--- config.mk ---
export PLATFORM = sky130hd
export DESIGN_NAME = bir_div
export DESIGN_NICKNAME = d
export VERILOG_FILES = /design/src/hdl/bir_pkg.sv /design/src/hdl/bir_div.sv
export SDC_FILE = /design/constraint.sdc
export NUM_CORES = 1
export LEC_CHECK = 0
export BUFFER_PORTS_ARGS = -buffer_cell sky130_fd_sc_hd__buf_2
export CAP_MARGIN = 25
export CORE_MARGIN = 2
export CORE_UTILIZATION = 50
export DETAILED_ROUTE_END_ITERATION = 16
export PLACE_DENSITY_LB_ADDON = 0.1
export RECOVER_POWER = 50
export SKIP_LAST_GASP = 1
export SLEW_MARGIN = 0
export SYNTH_ARGS = -nofsm -noshare
export SYNTH_HDL_FRONTEND = slang
export SYNTH_SLANG_ARGS = --single-unit
--- constraint.sdc ---
create_clock -name clk_i -period 2.8 [get_ports clk_i]
set_input_delay 0.56 -clock clk_i [delete_from_list [all_inputs] [get_ports clk_i]]
set_output_delay 0.56 -clock clk_i [all_outputs]
set_load 0.01 [all_outputs]
--- src/hdl/bir_pkg.sv ---
package bir_pkg;

  // Default sizes of the image store and the blend precision.
  localparam int unsigned MAX_SRC_WIDTH_DEF  = 128;
  localparam int unsigned MAX_SRC_HEIGHT_DEF = 128;
  localparam int unsigned MAX_PLANES_DEF     = 4;
  localparam int unsigned FRACTION_BITS_DEF  = 8;

  // Largest target size that the size registers are clamped to.
  localparam int unsigned MAX_DST_SIZE = 1024;

  // Field and register widths.
  localparam int unsigned POS_W      = 10;
  localparam int unsigned PLANE_W    = 2;
  localparam int unsigned PIX_W      = 8;
  localparam int unsigned SRC_SIZE_W = 8;
  localparam int unsigned DST_SIZE_W = 11;
  localparam int unsigned NC_W       = 3;
  localparam int unsigned CFG_IDX_W  = 3;
  localparam int unsigned CFG_DATA_W = 11;

  // Fixed-point scale and coordinate arithmetic.
  localparam int unsigned Q_FRAC  = 16;
  localparam int unsigned SCALE_W = 24;
  localparam int unsigned PROD_W  = SCALE_W + POS_W + 1;
  localparam int unsigned IP_W    = PROD_W - 1 - Q_FRAC;
  localparam int unsigned NUM_W   = SRC_SIZE_W + Q_FRAC + 1;
  localparam int unsigned DEN_W   = DST_SIZE_W;

  // Request codes.
  localparam logic REQ_LOAD     = 1'b0;
  localparam logic REQ_RESAMPLE = 1'b1;

  // Register indexes.
  localparam logic [CFG_IDX_W-1:0] CFG_SRC_WIDTH  = 3'd0;
  localparam logic [CFG_IDX_W-1:0] CFG_SRC_HEIGHT = 3'd1;
  localparam logic [CFG_IDX_W-1:0] CFG_DST_WIDTH  = 3'd2;
  localparam logic [CFG_IDX_W-1:0] CFG_DST_HEIGHT = 3'd3;
  localparam logic [CFG_IDX_W-1:0] CFG_CHANNELS   = 3'd4;

  typedef struct packed {
    logic               req_type;
    logic [POS_W-1:0]   column;
    logic [POS_W-1:0]   row;
    logic [PLANE_W-1:0] plane;
    logic [PIX_W-1:0]   pixel_in;
  } in_beat_t;

  typedef struct packed {
    logic [PIX_W-1:0]   pixel_out;
    logic [POS_W-1:0]   out_column;
    logic [POS_W-1:0]   out_row;
    logic [PLANE_W-1:0] out_plane;
  } out_beat_t;

  typedef struct packed {
    logic busy;
    logic done;
  } div_status_t;

  typedef enum logic [2:0] {
    SCL_START_H,
    SCL_WAIT_H,
    SCL_START_V,
    SCL_WAIT_V,
    SCL_IDLE
  } scl_state_e;

endpackage

--- src/hdl/bir_div.sv ---
module bir_div (
  input  logic                      clk_i,
  input  logic                      rst_ni,
  input  logic                      start_i,
  input  logic [bir_pkg::NUM_W-1:0] num_i,
  input  logic [bir_pkg::DEN_W-1:0] den_i,
  output bir_pkg::div_status_t      status_o,
  output logic [bir_pkg::NUM_W-1:0] quot_o
);
  import bir_pkg::*;

  localparam int unsigned CNT_W = $clog2(NUM_W + 1);

  logic [NUM_W-1:0] acc_q, acc_d;
  logic [DEN_W-1:0] rem_q, rem_d;
  logic [DEN_W-1:0] den_q;
  logic [CNT_W-1:0] cnt_q, cnt_d;
  logic             busy_q, busy_d;
  logic             done_q, done_d;
  logic [DEN_W:0]   trial;
  logic             fits;

  // One quotient bit per cycle, restoring form.
  always_comb begin
    trial = {rem_q, acc_q[NUM_W-1]};
    fits  = trial >= {1'b0, den_q};
    acc_d  = acc_q;
    rem_d  = rem_q;
    cnt_d  = cnt_q;
    busy_d = busy_q;
    done_d = 1'b0;
    if (start_i) begin
      acc_d  = num_i;
      rem_d  = '0;
      cnt_d  = CNT_W'(NUM_W);
      busy_d = 1'b1;
    end else if (busy_q) begin
      acc_d = {acc_q[NUM_W-2:0], fits};
      rem_d = fits ? DEN_W'(trial - {1'b0, den_q}) : trial[DEN_W-1:0];
      cnt_d = cnt_q - 1'b1;
      if (cnt_q == CNT_W'(1)) begin
        busy_d = 1'b0;
        done_d = 1'b1;
      end
    end
  end

  always_ff @(posedge clk_i or negedge rst_ni) begin
    if (!rst_ni) begin
      busy_q <= 1'b0;
      done_q <= 1'b0;
      cnt_q  <= '0;
    end else begin
      busy_q <= busy_d;
      done_q <= done_d;
      cnt_q  <= cnt_d;
    end
  end

  // Operands and partial results.
  always_ff @(posedge clk_i) begin
    acc_q <= acc_d;
    rem_q <= rem_d;
    if (start_i) begin
      den_q <= den_i;
    end
  end

  assign status_o.busy = busy_q;
  assign status_o.done = done_q;
  assign quot_o        = acc_q;
endmodule

==> impl_metrics.env, run 1 <==
export IMPL_status="finished, final reports clean"
export IMPL_synth_adder_area_share_pct=6.43
export IMPL_floorplan_initialDensity_pct=51.6
export IMPL_clockBufferDepth=2
export IMPL_final_min_clock_period_ns=2.50
export IMPL_timing_max_cap_violations=0
export IMPL_netlist_top_cell_by_area="edfxtp_1"
export IMPL_synth_compound_area_share_pct=9.78
export IMPL_highest_metal_layer_with_signal_wires="met4"
export IMPL_synth_edff_count=36
export IMPL_synth_top_family_by_area="multiplexers"
export IMPL_hold_class="in2async"
export IMPL_antennaDiodeCount=0
export IMPL_synth_xor_xnor_area_share_pct=2.78
export IMPL_routed_wl_um=5230
export IMPL_finalMaxSlewViolations=0
export IMPL_setup_total_negative_slack_ns=0
export IMPL_ys_seq_area_share_pct=52.0
export IMPL_post_cts_resized_instances=0
export IMPL_h_tree_depth=2
export IMPL_crit_arrival_ns=2.72
export IMPL_post_cts_repair_setup_buffers=0
export IMPL_synth_top_cells_by_area="edfxtp_1 (38%), mux2_2 (9.9%), dfxtp_1 (7.8%)"
export IMPL_postSynth_topFlopCell="edfxtp_1"
export IMPL_clock_sinks=54
export IMPL_drc=0
export IMPL_antenna_violating_nets_remaining=0
export IMPL_design_core_area_um2=5510
export IMPL_number_of_warning_messages_in_the_yosys_log=0
export IMPL_die_w_um=79.4
export IMPL_gr_usage_all_layers_pct=17.0
export IMPL_drt_met1_wl_um=2360
export IMPL_crit_fanout=7
export IMPL_cts_tree="built"
export IMPL_worst_slew_pin_transition_ns=1.24
export IMPL_yosys_mux_area_fraction_pct=12.9
export IMPL_yosys_register_bits=54
export IMPL_postSynthNetCount=287
export IMPL_timing_critical_path_required_ns=3.02
export IMPL_crit_path_start_kind="flop"
export IMPL_antenna_violations_before_repair=0
export IMPL_layout_worst_path_cycle_share_pct=89.4
export IMPL_global_route_wire_length_before_repair_um=8430
export IMPL_finalClockSkew_ns=0.00573
export IMPL_cts_buffers=5
export IMPL_drt_first_pass_iters=4
export IMPL_final_hold_violation_count=0
export IMPL_drive_above_1_share_pct=36.9
export IMPL_grt_start_max_net_pins=26
export IMPL_synth_cell_area_um2=2840
export IMPL_via_count=1972
export IMPL_max_freq_mhz=399
export IMPL_post_cts_hold_buffer_count=0
export IMPL_clock_insertion_delay_worst_skew_ns=0.31
export IMPL_detailroute_wirelength_met3_um=231
export IMPL_final_common_cell="buf_2"
export IMPL_finalWorstSetupSlack_ns=0.296
export IMPL_gp_routability_congestion=0.795
export IMPL_place_hpwl_um=3700
export IMPL_timing_critical_path_to_type="flop"
export IMPL_design_die_area_um2=6300
export IMPL_final_net_count=353
export IMPL_post_synth_top_area_fraction_pct=38.1
export IMPL_synthSimpleGateAreaFrac_pct=11.6
export IMPL_top_level_pins=66
export IMPL_timing_worst_setup_path_type="reg2reg"
export IMPL_syn2layout_area_growth_pct=17.6
export IMPL_report_final_setup_viol=0
export IMPL_synth_cell_types=50
export IMPL_synth_avg_cell_area_um2=12.1
export IMPL_via_to_cell_ratio=5.29
export IMPL_timing_slew_headroom_pct=17.2
export IMPL_layout_common_cells="buf_2 (59), edfxtp_1 (36), mux2_2 (25)"
export IMPL_preCtsSetupSlack_ns=0.351
export IMPL_drt_wirelength_per_cell_um=14.0
export IMPL_num_rows=27
export IMPL_dieHeight_um=79.4
export IMPL_irDropWorstVdd_uv=455
export IMPL_portBuffers=65
export IMPL_met2RoutedLength_um=2570
export IMPL_clock_root_buffer_master="clkbuf_8"
export IMPL_power_mw=2.73
export IMPL_power_density_nw_per_um2=819
export IMPL_rsz0062_at_grt="no"
export IMPL_grt_ovfl_total=0
export IMPL_power_leakage_nw=1.41
export IMPL_clk_pin_slew_ns=0.10
export IMPL_number_of_global_route_vias_before_repair=1915
export IMPL_async_flop_share_pct=13.0
export IMPL_detailedRoute_firstIterationViolations=94
export IMPL_netlist_instances=234
## flip-flops by register name (all words and copies together) (netlist names)
signal  cells
quot_o     25
done_q      1
busy_q      1
den_q      11
cnt_q       5
rem_q      11
## cell usage after synthesis (all sizes together) (2+ instances only)
library cell,instances
a21oi,4
mux2,26
inv,16
nor3b,2
mux2i,7
nand2b,7
o22ai,2
nor2b,2
a211oi,9
or3,4
nor2,17
nand2,7
nand3,6
o2111ai,2
nor3,2
o21ai,12
a311oi,2
o211ai,2
ha,13
o21a,2
o31a,2
clkbuf,5
xnor2,8
dfxtp,11
dfrtp,7
edfxtp,36
buf,7
## final cells by class
| cell class | count | area [µm²] |
|---|---|---|
| timing repair buffer | 71 | 355 |
| inverter | 17 | 65.1 |
| sequential | 54 | 1480 |
| clock buffer | 5 | 68.8 |
| clock inverter | 3 | 47.5 |
| multi-input combinational | 151 | 1230 |
| tap | 72 | 90.1 |
| fill | 465 | 2170 |
## kinds of logic (layout without fill, tap and decap cells)
family,after synthesis,count (layout)
DFF,54,54
and+or+nand+nor,56,56
muxes,33,33
xor gates and xnor gates,9,9
adders and majority gates,14,14
buffers and inverters,29,96
AOI/OAI and AO/OA,39,39
## metal layers
| layer | global-route usage, % | vias to the layer above |
|---|---|---|
| li1 | - | 990 |
| met5 | 0 | - |
| met3 | 3.30 | 7 |
| met1 | 21.8 | 926 |
| met4 | 5.17 | 0 |
| met2 | 29.2 | 49 |
## per-stage QoR
stage	util, %	hold WS [ns]	instance area (µm²)	std cells
global placement	59.0	0.402	3250	365
floorplan	-	0.264	2840	234
CTS	61.1	0.0511	3370	373
detailed placement	59.0	0.400	3250	365
global route	60.6	0.140	3340	373
finish	60.6	0.120	3340	373
## path summary, 6_finish.rpt
kind	start	endpoint	slack (ns)	depth (start not counted)
max	quot_o[24]$_DFFE_PP_	rem_q[9]$_SDFFE_PP0P_	0.30	10
min	rst_ni	cnt_q[4]$_DFFE_PN0P_	0.12	1
max reg2reg	quot_o[24]$_DFFE_PP_	rem_q[9]$_SDFFE_PP0P_	0.30	10
min reg2reg	rem_q[2]$_SDFFE_PP0P_	rem_q[2]$_SDFFE_PP0P_	0.51	2
max in group asynchronous	rst_ni	cnt_q[3]$_DFFE_PN0P_	2.41	1
min in group clk_i	den_i[9]	den_q[9]$_DFFE_PP_	0.41	1
## power breakdown
group / switching, mW / internal [mW] / leakage [nW]
Sequential: 0.0886 / 1.00 / 0.542
Combinational: 0.563 / 0.535 / 0.812
Clock: 0.275 / 0.272 / 0.0587
## worst max-delay path: stages (launching register included)
cell,delay [ns]
edfxtp_1,0.36
inv_1,0.07
ha_1,0.23
fa_1,0.42
nor2b_1,0.17
o31a_1,0.20
o21ai_2,0.09
o21ai_2,0.23
buf_4,0.22
o21ai_0,0.14
a311oi_1,0.28
Note: power is estimated with default switching activity, not from simulation.
==> inputs of run 2 (changes only) <==
--- a/config.mk
+++ b/config.mk
@@ -9,6 +9,7 @@
 export CAP_MARGIN = 25
 export CORE_MARGIN = 2
 export CORE_UTILIZATION = 50
+export CTS_BUF_LIST = sky130_fd_sc_hd__clkbuf_16
 export DETAILED_ROUTE_END_ITERATION = 16
 export PLACE_DENSITY_LB_ADDON = 0.1
 export RECOVER_POWER = 50
==> impl_metrics.env, run 2 (synthesis results as in run 1) <==
export IMPL_largest_register_ff_count=25
export IMPL_antenna_violating_nets_remaining=0
export IMPL_report_final_setup_viol=0
export IMPL_seqPwrFrac_pct=37.6
export IMPL_grt_start_max_net_pins=26
export IMPL_max_freq_mhz=402
export IMPL_final_hold_violation_count=0
export IMPL_number_of_global_route_vias_before_repair=1914
export IMPL_crit_fanout=24
export IMPL_timing_worst_setup_path_type="in2reg"
export IMPL_clock_sinks=54
export IMPL_clk_pin_slew_ns=0.08
export IMPL_finalMaxSlewViolations=0
export IMPL_final_min_clock_period_ns=2.49
export IMPL_place_hpwl_um=3700
export IMPL_timing_slew_headroom_pct=16.4
export IMPL_sw_share_pct=32.5
export IMPL_portBuffers=65
export IMPL_drt_first_pass_iters=4
export IMPL_hold_class="in2async"
export IMPL_final_common_cell="buf_2"
export IMPL_syn2layout_area_growth_pct=18.8
export IMPL_crit_path_start_kind="input port"
export IMPL_detailedRoute_firstIterationViolations=95
export IMPL_post_cts_repair_setup_buffers=0
export IMPL_final_net_count=353
export IMPL_gr_usage_all_layers_pct=17.2
export IMPL_worst_hold_slack_ns=0.142
export IMPL_timing_max_cap_violations=0
export IMPL_layout_common_cells="buf_2 (42), edfxtp_1 (36), mux2_2 (25), clkbuf_1 (25), nor2_1 (17)"
export IMPL_top_level_pins=66
export IMPL_num_fill_cells=459
export IMPL_stage_delay_of_the_slowest_cell_on_the_critical_path_ns=0.98
export IMPL_h_tree_depth=2
export IMPL_power_leakage_nw=1.39
export IMPL_post_cts_resized_instances=0
export IMPL_irDropWorstVdd_uv=496
export IMPL_worst_slew_pin_transition_ns=1.25
export IMPL_finalClockSkew_ns=0.00814
export IMPL_clock_insertion_delay_worst_skew_ns=0.29
export IMPL_floorplan_initialDensity_pct=51.6
export IMPL_drt_wirelength_per_cell_um=13.9
export IMPL_global_route_wire_length_before_repair_um=8500
export IMPL_via_to_cell_ratio=5.30
export IMPL_drive_above_1_share_pct=31.2
export IMPL_clkPwrFrac_pct=24.9
export IMPL_dieHeight_um=79.4
export IMPL_timing_critical_path_required_ns=2.84
export IMPL_clockBufferDepth=2
export IMPL_worst_path_max_delay_cell="clkbuf_1"
export IMPL_design_core_area_um2=5510
export IMPL_status="finished, final reports clean"
export IMPL_design_die_area_um2=6300
export IMPL_grt_ovfl_total=0
export IMPL_antennaDiodeCount=0
export IMPL_die_w_um=79.4
export IMPL_power_net_switching_uw=942
export IMPL_cts_tree="built"
export IMPL_cts_buffers=5
export IMPL_worstPathCellList="clkbuf_1 -> clkbuf_1 -> mux2_2"
export IMPL_clock_root_buffer_master="clkbuf_16"
export IMPL_power_combinational_fraction_pct=37.4
export IMPL_via_count=1977
export IMPL_num_rows=27
export IMPL_post_cts_hold_buffer_count=0
export IMPL_timing_critical_path_to_type="flop"
export IMPL_power_report_internal_total_mw=1.95
export IMPL_gp_routability_congestion=0.795
export IMPL_setup_total_negative_slack_ns=0
export IMPL_power_density_nw_per_um2=859
export IMPL_drc=0
export IMPL_antenna_violations_before_repair=0
export IMPL_rsz0062_at_grt="no"
export IMPL_path_common_cell="clkbuf_1"
export IMPL_crit_arrival_ns=2.53
export IMPL_routed_wl_um=5200
export IMPL_layout_worst_path_cycle_share_pct=88.9
## run 2: cell types whose count changed in the layout (fill, tap and decap cells not counted), sizes merged
cell	previous run	this run
buf	63	46
clkbuf	13	30
## run 2: power groups by stage
| stage | Combinational [mW] | Clock [mW] | Sequential (mW) |
|---|---|---|---|
| finish | 1.08 | 0.721 | 1.09 |
| global route | 1.21 | 0.767 | 1.11 |
| CTS | 1.11 | 0.737 | 1.09 |
| detailed placement | 1.09 | 0 | 1.11 |
| global placement | 1.08 | 0 | 1.10 |
| floorplan | 0.832 | 0 | 1.11 |
## run 2: critical path: cells and delay by family
family	cells	cell delay, ns
buffers and inverters	2	1.52
muxes	1	0.43
## run 2: area by class of cell
class | instances | area [µm²] | area share (%)
Tap cell | 72 | 90.1 | 2.67
Clock inverter | 3 | 47.5 | 1.41
Multi-Input combinational cell | 151 | 1230 | 36.6
Sequential cell | 54 | 1480 | 43.8
Inverter | 17 | 65.1 | 1.93
Clock buffer | 5 | 125 | 3.71
Timing Repair Buffer | 71 | 334 | 9.90
## run 2: routing by layer
| layer | vias to the layer above | track usage, % | wire length, µm | share of wire [%] |
|---|---|---|---|---|
| met5 | - | 0 | 0 | 0 |
| met4 | 0 | 5.17 | 63 | 1.2 |
| met3 | 7 | 3.30 | 216 | 4.2 |
| li1 | 992 | - | - | - |
| met1 | 931 | 22.2 | 2400 | 46 |
| met2 | 47 | 29.5 | 2520 | 48 |
## run 2: worst paths after layout
| path | start | to | slack (ns) | cells past startpoint |
|---|---|---|---|---|
| min in group clk_i | den_i[9] | den_q[9]$_DFFE_PP_ | 0.44 | 1 |
| setup / recovery | start_i | quot_o[11]$_DFFE_PP_ | 0.31 | 3 |
| max in group asynchronous | rst_ni | cnt_q[3]$_DFFE_PN0P_ | 2.39 | 1 |
| hold / removal | rst_ni | cnt_q[4]$_DFFE_PN0P_ | 0.14 | 1 |
| hold reg to reg | rem_q[2]$_SDFFE_PP0P_ | rem_q[2]$_SDFFE_PP0P_ | 0.51 | 2 |
| setup reg to reg | quot_o[24]$_DFFE_PP_ | rem_q[9]$_SDFFE_PP0P_ | 0.33 | 10 |
## run 2: metrics by stage
stage               total power, mW  std cells  utilization, %  setup slack, ns  instance area, µm²
floorplan                      1.94        234               -            0.529                2840
global placement               2.19        365            59.0            0.428                3250
detailed placement             2.20        365            59.0            0.351                3250
CTS                            2.93        373            62.1            0.340                3420
global route                   3.09        373            61.3            0.142                3370
finish                         2.90        373            61.3            0.311                3370
